File: config.mk
export PLATFORM = sky130hd
export DESIGN_NAME = source_text_tokenizer
export DESIGN_NICKNAME = d
export VERILOG_FILES = /design/src/rtl/stt_pkg.sv /design/src/rtl/source_text_tokenizer.sv
export SDC_FILE = /design/constraint.sdc
export NUM_CORES = 1
export LEC_CHECK = 0
export CAP_MARGIN = 0
export CORE_MARGIN = 2
export CORE_UTILIZATION = 35
export CTS_BUF_LIST = sky130_fd_sc_hd__clkbuf_2 sky130_fd_sc_hd__clkbuf_4 sky130_fd_sc_hd__clkbuf_8
export CTS_CLUSTER_SIZE = 28
export DETAILED_ROUTE_END_ITERATION = 6
export DONT_BUFFER_PORTS = 1
export SLEW_MARGIN = 20
export SYNTH_ARGS = -nofsm -noshare
export SYNTH_HDL_FRONTEND = slang
export SYNTH_SLANG_ARGS = --single-unit
export TNS_END_PERCENT = 30
File: constraint.sdc
create_clock -name clk -period 3.8 [get_ports clk]
set_input_delay 0.76 -clock clk [delete_from_list [all_inputs] [get_ports clk]]
set_output_delay 0.76 -clock clk [all_outputs]
set_load 0.05 [all_outputs]
File: src/rtl/stt_pkg.sv
// Shared constants and character class functions for the source text tokenizer.
package stt_pkg;

  // token classes
  localparam logic [2:0] CLS_NEWLINE = 3'd0;
  localparam logic [2:0] CLS_SPACE   = 3'd1;
  localparam logic [2:0] CLS_CMARK   = 3'd2;
  localparam logic [2:0] CLS_ANGLE   = 3'd3;
  localparam logic [2:0] CLS_SEP     = 3'd4;
  localparam logic [2:0] CLS_WORD    = 3'd5;
  localparam logic [2:0] CLS_WHOLE   = 3'd6;
  localparam logic [2:0] CLS_NONE    = 3'd7;

  // escape phases
  localparam logic [1:0] ESC_NONE  = 2'd0;
  localparam logic [1:0] ESC_AFTER = 2'd1;
  localparam logic [1:0] ESC_HEX   = 2'd2;
  localparam logic [1:0] ESC_OCT   = 2'd3;

  // enclosing contexts
  localparam logic [1:0] CTX_OTHER   = 2'd0;
  localparam logic [1:0] CTX_COMMENT = 2'd1;
  localparam logic [1:0] CTX_FILE    = 2'd2;
  localparam logic [1:0] CTX_LITERAL = 2'd3;

  // escape digit budgets
  localparam logic [3:0] DIGITS_X   = 4'd2;
  localparam logic [3:0] DIGITS_U4  = 4'd4;
  localparam logic [3:0] DIGITS_U8  = 4'd8;
  localparam logic [3:0] DIGITS_OCT = 4'd2;

  // characters
  localparam logic [7:0] CH_NL     = 8'h0A;
  localparam logic [7:0] CH_QUOTE  = 8'h22;
  localparam logic [7:0] CH_BSLASH = 8'h5C;
  localparam logic [7:0] CH_X      = 8'h78;
  localparam logic [7:0] CH_U      = 8'h75;
  localparam logic [7:0] CH_UU     = 8'h55;

  function automatic logic is_space(input logic [7:0] c);
    return (c == 8'h20) || (c >= 8'h09 && c <= 8'h0D);
  endfunction

  function automatic logic is_dec(input logic [7:0] c);
    return c >= 8'h30 && c <= 8'h39;
  endfunction

  function automatic logic is_oct(input logic [7:0] c);
    return c >= 8'h30 && c <= 8'h37;
  endfunction

  function automatic logic is_hex(input logic [7:0] c);
    return (c >= 8'h30 && c <= 8'h39) || (c >= 8'h61 && c <= 8'h66) ||
           (c >= 8'h41 && c <= 8'h46);
  endfunction

  // ( ) [ ] , " ' \ ; { } :
  function automatic logic is_sep(input logic [7:0] c);
    return c inside {8'h28, 8'h29, 8'h5B, 8'h5D, 8'h2C, 8'h22, 8'h27, 8'h5C,
                     8'h3B, 8'h7B, 8'h7D, 8'h3A};
  endfunction

  // / * !
  function automatic logic is_cmark(input logic [7:0] c);
    return c inside {8'h2F, 8'h2A, 8'h21};
  endfunction

  // < >
  function automatic logic is_angle(input logic [7:0] c);
    return c inside {8'h3C, 8'h3E};
  endfunction

endpackage

File: src/rtl/source_text_tokenizer.sv
// Source text tokenizer: marks token starts and classes, one byte per word.
//
// Takes one byte per cycle while the output is not stalled and returns one
// word per byte: whether a new token starts there and its class. An accepted
// byte sits in an input register, is judged against the open-token state
// (class, escape phase, escape digit budget, quote/backslash merge flag) and
// lands in the result register. Throughput is one byte per cycle while the
// output is not stalled; both stages hold under back-pressure. The
// split_literals register resets to 1; the user must write it through the
// cfg channel only while no byte is in flight, which the block does not enforce.
module source_text_tokenizer (
  input  logic       clk,
  input  logic       rst,
  input  logic       cfg_valid,
  output logic       cfg_ready,
  input  logic       cfg_data,        // split_literals
  input  logic       s_axis_tvalid,
  output logic       s_axis_tready,
  input  logic [7:0] s_axis_tdata,    // [7:0] text_char
  input  logic [2:0] s_axis_tuser,    // [0] first_of_text, [2:1] context_req
  output logic       m_axis_tvalid,
  input  logic       m_axis_tready,
  output logic [7:0] m_axis_tdata,    // [0] starts_token, [7:1] zero
  output logic [2:0] m_axis_tuser     // [2:0] token_class
);

  logic       split_literals;
  logic       in_valid;
  logic [7:0] in_char;
  logic       in_first;
  logic [1:0] in_ctx;
  logic       advance;

  logic [2:0] open_class, open_class_next;
  logic [1:0] esc_phase, esc_phase_next;
  logic [3:0] digits_left, digits_left_next;
  logic       merge_open, merge_open_next;
  logic       cont;
  logic       whole;
  logic       sep_cont;
  logic [2:0] start_cls;

  logic       out_starts;
  logic [2:0] out_class;

  assign cfg_ready     = 1'b1;
  assign advance       = in_valid && (!m_axis_tvalid || m_axis_tready);
  assign s_axis_tready = !in_valid || advance;

  always_ff @(posedge clk) begin
    if (rst) begin
      split_literals <= 1'b1;
    end else if (cfg_valid && cfg_ready) begin
      split_literals <= cfg_data;
    end
  end

  // input register
  always_ff @(posedge clk) begin
    if (rst) begin
      in_valid <= 1'b0;
    end else if (s_axis_tready) begin
      in_valid <= s_axis_tvalid;
    end
  end

  always_ff @(posedge clk) begin
    if (s_axis_tvalid && s_axis_tready) begin
      in_char  <= s_axis_tdata;
      in_first <= s_axis_tuser[0];
      in_ctx   <= s_axis_tuser[2:1];
    end
  end

  always_comb begin
    if (in_char == stt_pkg::CH_NL) begin
      start_cls = stt_pkg::CLS_NEWLINE;
    end else if (stt_pkg::is_space(in_char)) begin
      start_cls = stt_pkg::CLS_SPACE;
    end else if (in_ctx == stt_pkg::CTX_COMMENT && stt_pkg::is_cmark(in_char)) begin
      start_cls = stt_pkg::CLS_CMARK;
    end else if (in_ctx == stt_pkg::CTX_FILE && stt_pkg::is_angle(in_char)) begin
      start_cls = stt_pkg::CLS_ANGLE;
    end else if (stt_pkg::is_sep(in_char)) begin
      start_cls = stt_pkg::CLS_SEP;
    end else begin
      start_cls = stt_pkg::CLS_WORD;
    end
  end

  always_comb begin
    whole            = (in_ctx == stt_pkg::CTX_LITERAL) && !split_literals;
    sep_cont         = 1'b0;
    cont             = 1'b0;
    open_class_next  = open_class;
    esc_phase_next   = esc_phase;
    digits_left_next = digits_left;
    merge_open_next  = merge_open;

    // separator continuation: escape sequence, then quote/backslash merge
    if (esc_phase == stt_pkg::ESC_AFTER) begin
      sep_cont       = 1'b1;
      esc_phase_next = stt_pkg::ESC_HEX;
      if (in_char == stt_pkg::CH_X) begin
        digits_left_next = stt_pkg::DIGITS_X;
      end else if (in_char == stt_pkg::CH_U) begin
        digits_left_next = stt_pkg::DIGITS_U4;
      end else if (in_char == stt_pkg::CH_UU) begin
        digits_left_next = stt_pkg::DIGITS_U8;
      end else if (stt_pkg::is_dec(in_char)) begin
        esc_phase_next   = stt_pkg::ESC_OCT;
        digits_left_next = stt_pkg::DIGITS_OCT;
      end else begin
        esc_phase_next   = stt_pkg::ESC_NONE;
        digits_left_next = 4'd0;
      end
    end else begin
      if ((esc_phase == stt_pkg::ESC_HEX || esc_phase == stt_pkg::ESC_OCT) &&
          ((esc_phase == stt_pkg::ESC_HEX) ? stt_pkg::is_hex(in_char)
                                           : stt_pkg::is_oct(in_char)) &&
          digits_left != 4'd0) begin
        sep_cont         = 1'b1;
        digits_left_next = digits_left - 4'd1;
        if (digits_left == 4'd1) begin
          esc_phase_next = stt_pkg::ESC_NONE;
        end
      end else if (in_ctx == stt_pkg::CTX_LITERAL && merge_open &&
                   (in_char == stt_pkg::CH_QUOTE || in_char == stt_pkg::CH_BSLASH)) begin
        sep_cont         = 1'b1;
        merge_open_next  = 1'b1;
        esc_phase_next   = (in_char == stt_pkg::CH_BSLASH) ? stt_pkg::ESC_AFTER
                                                           : stt_pkg::ESC_NONE;
        digits_left_next = 4'd0;
      end
    end

    if (!in_first) begin
      if (whole) begin
        cont = (open_class == stt_pkg::CLS_WHOLE);
      end else begin
        case (open_class)
          stt_pkg::CLS_CMARK: cont = (in_ctx == stt_pkg::CTX_COMMENT) &&
                                     stt_pkg::is_cmark(in_char);
          stt_pkg::CLS_ANGLE: cont = (in_ctx == stt_pkg::CTX_FILE) &&
                                     stt_pkg::is_angle(in_char);
          stt_pkg::CLS_SEP:   cont = sep_cont;
          stt_pkg::CLS_WORD:  cont = !stt_pkg::is_space(in_char) &&
                                     !(in_ctx == stt_pkg::CTX_COMMENT &&
                                       stt_pkg::is_cmark(in_char)) &&
                                     !(in_ctx == stt_pkg::CTX_FILE &&
                                       stt_pkg::is_angle(in_char)) &&
                                     !stt_pkg::is_sep(in_char);
          default:            cont = 1'b0;
        endcase
      end
    end

    // escape state only moves while a separator token continues or a new token starts
    if (cont && !(open_class == stt_pkg::CLS_SEP && !whole)) begin
      esc_phase_next   = esc_phase;
      digits_left_next = digits_left;
      merge_open_next  = merge_open;
    end

    if (!cont) begin
      open_class_next  = whole ? stt_pkg::CLS_WHOLE : start_cls;
      esc_phase_next   = stt_pkg::ESC_NONE;
      digits_left_next = 4'd0;
      merge_open_next  = 1'b0;
      if (!whole && start_cls == stt_pkg::CLS_SEP) begin
        merge_open_next = (in_char == stt_pkg::CH_QUOTE) ||
                          (in_char == stt_pkg::CH_BSLASH);
        esc_phase_next  = (in_char == stt_pkg::CH_BSLASH) ? stt_pkg::ESC_AFTER
                                                          : stt_pkg::ESC_NONE;
      end
    end
  end

  always_ff @(posedge clk) begin
    if (rst) begin
      open_class  <= stt_pkg::CLS_NONE;
      esc_phase   <= stt_pkg::ESC_NONE;
      digits_left <= 4'd0;
      merge_open  <= 1'b0;
    end else if (advance) begin
      open_class  <= open_class_next;
      esc_phase   <= esc_phase_next;
      digits_left <= digits_left_next;
      merge_open  <= merge_open_next;
    end
  end

  // result register
  always_ff @(posedge clk) begin
    if (rst) begin
      m_axis_tvalid <= 1'b0;
    end else if (advance) begin
      m_axis_tvalid <= 1'b1;
    end else if (m_axis_tready) begin
      m_axis_tvalid <= 1'b0;
    end
  end

  always_ff @(posedge clk) begin
    if (advance) begin
      out_starts <= !cont;
      out_class  <= open_class_next;
    end
  end

  assign m_axis_tdata = {7'd0, out_starts};
  assign m_axis_tuser = out_class;

  a_esc_in_sep: assert property (@(posedge clk) disable iff (rst)
    esc_phase != stt_pkg::ESC_NONE |-> open_class == stt_pkg::CLS_SEP)
    else $error("escape pending outside a separator token");

  a_merge_in_sep: assert property (@(posedge clk) disable iff (rst)
    merge_open |-> open_class == stt_pkg::CLS_SEP)
    else $error("merge flag set outside a separator token");

  a_digits_phase: assert property (@(posedge clk) disable iff (rst)
    digits_left != 4'd0 |-> (esc_phase == stt_pkg::ESC_HEX ||
                             esc_phase == stt_pkg::ESC_OCT) && digits_left <= 4'd8)
    else $error("escape digit budget out of step with escape phase");

  a_first_starts: assert property (@(posedge clk) disable iff (rst)
    advance && in_first |=> m_axis_tvalid && m_axis_tdata[0])
    else $error("first byte of a run did not start a token");

endmodule
# == Yosys cells after proc, flatten, opt, wreduce, memory -nomap -nowiden ==
# Cells that the tools add are included.
# totals
ff_bits,28
output_inout_bits,14
elab_cells,151
# classes
addsub,1
order_cmp,9
n_eq_ne,41
muxes,43
n_reduce_logical,45
# ops
operator,count
$eq A8 B6 Y1 const B,13
$eq A8 B7 Y1 const B,8
$mux W4,8
$mux W2,11
$logic_and A1 B1 Y1,20
$mux W3,6
$mux W1,17
$ge A8 B7 Y1 const B,2
$le A8 B6 Y1 const B,2
$le A8 B7 Y1 const B,2
$eq A3 B3 Y1 const B,4
$reduce_bool A12 Y1,1
$logic_not A1 Y1,10
$eq A2 B2 Y1 const B,4
$eq A8 B4 Y1 const B,1
$ge A8 B4 Y1 const B,1
$ge A8 B6 Y1 const B,1
$le A8 B4 Y1 const B,1
$logic_or A1 B1 Y1,7
$eq A3 B2 Y1 const B,2
$ne A2 B2 Y1 const B,3
$reduce_and A5 Y1,1
$eq A2 B1 Y1 const B,2
$eq A4 B1 Y1 const B,1
other kinds (10),11

# == Logic depth before layout (Yosys ltp) ==
# logic_depth
word_depth,15
ltp_mapped,9
ltp_nobuf,9

# == Worst setup path before layout ==
# No wires, ideal clock.
# synth_path
path_type,reg-to-reg
start,reg in_char[7]
end,reg out_class[0] (netlist: m_axis_tuser[0]) (data pin)
setup_ns,0.260
arrival_ns,2.457
slack_ns,1.083
stages_incl_launch_ff,8
path_buffers,0
synth_period_minus_slack_ns,2.717
path_cell_list,edfxtp_1 -> or4b_1 -> nor4b_1 -> o41ai_2 -> a31oi_1 -> a211oi_4 -> nor2_2 -> mux2_2
# synth_between
elab_chain_cells,13
elab_cells_between_ends,66
# synth_rtl
element,line,source
start: declaration,source_text_tokenizer.sv:29,logic [7:0] in_char;
start signal: assignment,source_text_tokenizer.sv:69,in_char <= s_axis_tdata;
$ge A8 B6 Y1 (tied with other cells),"stt_pkg.sv:49, stt_pkg.sv:53",
$logic_and A1 B1 Y1,stt_pkg.sv:53,return (c >= 8'h30 && c <= 8'h39) || (c >= 8'h61 && c <= 8'h66) ||
$logic_or A1 B1 Y1 (2 in series),stt_pkg.sv:53,
$mux W1,source_text_tokenizer.sv:119,((esc_phase == stt_pkg::ESC_HEX) ? stt_pkg::is_hex(in_char)
$logic_and A1 B1 Y1,source_text_tokenizer.sv:118,if ((esc_phase == stt_pkg::ESC_HEX || esc_phase == stt_pkg::ESC_OCT) &&
$logic_and A1 B1 Y1,source_text_tokenizer.sv:120,: stt_pkg::is_oct(in_char)) &&
$mux W1,source_text_tokenizer.sv:118,
$mux W1,source_text_tokenizer.sv:101,if (esc_phase == stt_pkg::ESC_AFTER) begin
$pmux W1 S4,source_text_tokenizer.sv:141,case (open_class)
$mux W1,source_text_tokenizer.sv:138,if (whole) begin
$mux W1,source_text_tokenizer.sv:137,if (!in_first) begin
$mux W3 *,source_text_tokenizer.sv:165,if (!cont) begin
net open_class_next[0],source_text_tokenizer.sv:34,"logic [2:0] open_class, open_class_next;"
end signal: assignment,source_text_tokenizer.sv:207,out_class <= open_class_next;
end: declaration,source_text_tokenizer.sv:44,logic [2:0] out_class;
# The timed path passes the listed nets; every way through them passes the cells marked *.
# A chain may end at the register's enable or synchronous reset.

# == Final worst setup path ==
# layout_path
start,reg in_char[0]
end,reg out_class[2] (netlist: m_axis_tuser[2]) (data pin)
# Same word-level chain as after synthesis.

==> impl_metrics.py <==
metrics = {
    "outcome": {
        "status": "completed",
    },
    "clock_tree": {
        "post_cts_resized": 0,
        "cts_tree": "yes",
        "clk_pin_slew_worst_paths_ns": 0.10,
        "clock_latency_ns": 0.28,
        "cts.sinks": 28,
        "htreeDepth": 1,
        "hold_buffers": 0,
        "cts_made_buffers": 3,
        "postCtsSetupBuffers": 0,
        "clockBufferDepth": 2,
        "cts-root-buf": "clkbuf_8",
    },
    "hold_path": {
        "hold_start": "merge_open",
        "min_path_type": "flop to flop",
        "hold_depth": 2,
    },
    "drt": {
        "dr.pass1.iters": 5,
        "wirelength_um": 3620,
        "drt-initial-drc-count": 100,
        "drcViolationCount": 0,
        "wl_per_cell_um": 14.7,
        "vias": 1359,
        "vias_per_cell": 5.52,
        "ant_nets": 0,
    },
    "floorplanning": {
        "core_area_um2": 4820,
        "dieArea_um2": 5670,
        "std_cell_rows": 25,
        "die_h_um": 75.3,
        "start_util": 0.369,
        "die_w_um": 75.3,
        "io_pins": 31,
    },
    "place": {
        "gp_congestion": 0.793,
        "hpwl_um": 2570,
        "io_buffers": 0,
    },
    "yosys": {
        "synth_edf_count": 15,
        "synth_area_leaders": "edfxtp_1 25%, dfxtp_1 15%, buf_4 4.2%, a21oi_1 3.7%, nor2_1 2.5%",
        "syn-cell-area_um2": 1780,
        "synth.largest_area_cell": "edfxtp_1",
        "syn_area_per_cell_um2": 9.62,
        "yosysUniqueCellTypes": 60,
        "synth_cells": 185,
        "synth_seq_area_share": 0.399,
        "synthFlopType": "edfxtp_1",
        "synth.ff_latch_count": 28,
        "synth_top_area_share": 0.253,
        "synthArstFlopShare": 0,
        "yosys_warnings": 0,
    },
    "timing": {
        "fin_worst_skew_ns": 0.0112,
        "max_slew_margin": 0.427,
        "setup_viol": 0,
        "timing.final.max_slew_violations": 0,
        "fin_crit_sh": 0.806,
        "post-route-min-period_ns": 3.06,
        "worst_slew_pin_slew_ns": 0.837,
        "hold_viol": 0,
        "rsz0062_at_grt": "false",
        "achievable-frequency_mhz": 326,
        "finalSetupTns_ns": 0,
    },
    "worst_setup_path": {
        "crit_arrival_ns": 3.11,
        "crit_path_max_fanout": 13,
        "cp-end-kind": "flop",
        "crit_type": "flop to flop",
        "start_kind": "flop",
        "r2r_start": "in_char[0]",
        "critPathLaunch": "in_char[0]",
        "required_ns": 3.85,
        "worst-r2r-cell-count": 7,
    },
    "global_routing": {
        "antenna_found_initial": 0,
        "grt_pass1_wl_um": 6080,
        "grt_pass1_vias": 1243,
        "grt_overflow": 0,
        "grt_use_total": 0.139,
        "grt_start_max_net_pins": 17,
    },
    "power_and_ir_drop": {
        "powerDensity_nw_per_um2": 357,
        "ir_drop_mv": 0.324,
        "swShare": 0.252,
        "switching_power_uw": 167,
        "clockPowerShare": 0.356,
        "power_frac_comb": 0.104,
        "p_int_uw": 496,
        "pwr-share-seq": 0.540,
        "leakage_nw": 0.550,
    },
    "finish": {
        "fin_util": 0.386,
        "drive_above_1_share": 0.117,
        "final_common_cell": "edfxtp_1",
        "areaGrowthSynthToFinish_pct": 4.43,
        "diodes": 0,
        "final_nets": 199,
        "layout_common_cells": "15 x edfxtp_1, 13 x a21oi_1, 13 x dfxtp_1, 12 x nor2_1, 10 x nand2_1",
    },
    "flow_run": {
        "drv_cap": 0,
    },
}
-- critical path, stage by stage (launching register included) --
cell and delay, ns:
edfxtp_1 0.60, nand2b_1 0.30, nor4_1 0.58, o2111ai_1 0.21
a31oi_1 0.32, a211oi_4 0.11, nor2_2 0.34, mux2_2 0.38
-- path summary, 6_finish.rpt --
check	endpoint	slack (ns)
worst max register to register	m_axis_tuser[2]	0.74
worst min-delay path	merge_open	0.45
worst min register to register	merge_open	0.45
worst max-delay path	m_axis_tuser[2]	0.74
-- synth_stat cells, types with 5 or more instances --
library cell,number
dfxtp_1,13
a211o_1,5
nor3_1,7
nor2_1,12
nand2_1,10
buf_4,10
nand2b_1,7
a21oi_1,13
o21ai_0,7
nand3_1,6
nor2b_1,5
edfxtp_1,15
-- layer usage --
layer  GRT usage  wire, um
met3      0.0317       108
met1       0.204      1780
met5           0         0
met4      0.0448        59
met2       0.203      1670
-- metrics by stage --
stage	instance area (um2)	power, mW	hold slack [ns]	std cells	worst slack (ns)
final	1860	0.663	0.451	246	0.737
after global routing	1860	0.685	0.474	246	0.420
after CTS	1860	0.666	0.451	246	0.744
after detailed placement	1790	0.433	0.442	242	0.787
after global placement	1790	0.432	0.439	242	0.741
after floorplan	1800	0.429	0.432	191	1.08
-- sequential cells by signal, summed over array words and instances (netlist names) --
register	count
in_valid	1
in_ctx	2
open_class	3
digits_left	4
merge_open	1
out_starts	1
in_char	8
in_first	1
m_axis_tuser	3
split_literals	1
m_axis_tvalid	1
esc_phase	2
-- cell families (layout without fill, tap and decap cells) --
family / Yosys count / after routing / share of synthesized area
multiplexers: 2 / 2 / 0.0127
adder cells (fa/ha/maj): 2 / 2 / 0.0141
AND/OR/NAND/NOR: 80 / 80 / 0.288
AO/OA/AOI/OAI: 49 / 49 / 0.206
XOR/XNOR: 2 / 2 / 0.00985
buffers and inverters: 20 / 8 / 0.0661
flip-flops: 28 / 28 / 0.399
other: 2 / 8 / 0.00422
-- power by group through the flow --
stage | sequential, mW | combinational [mW] | clock (mW)
after detailed placement | 0.365 | 0.0681 | 0
after CTS | 0.358 | 0.0686 | 0.239
after floorplan | 0.352 | 0.0771 | 0
after global routing | 0.360 | 0.0751 | 0.250
after global placement | 0.364 | 0.0680 | 0
final | 0.358 | 0.0687 | 0.236
-- final cells by class --
cell class / count / area, um2
Clock inverter: 1 / 30.0
Sequential cell: 28 / 711
Fill cell: 497 / 2960
Inverter: 3 / 11.3
Timing Repair Buffer: 1 / 7.51
Tap cell: 67 / 83.8
Multi-Input combinational cell: 143 / 973
Clock buffer: 3 / 41.3
Power figures use the tool's default switching activity.
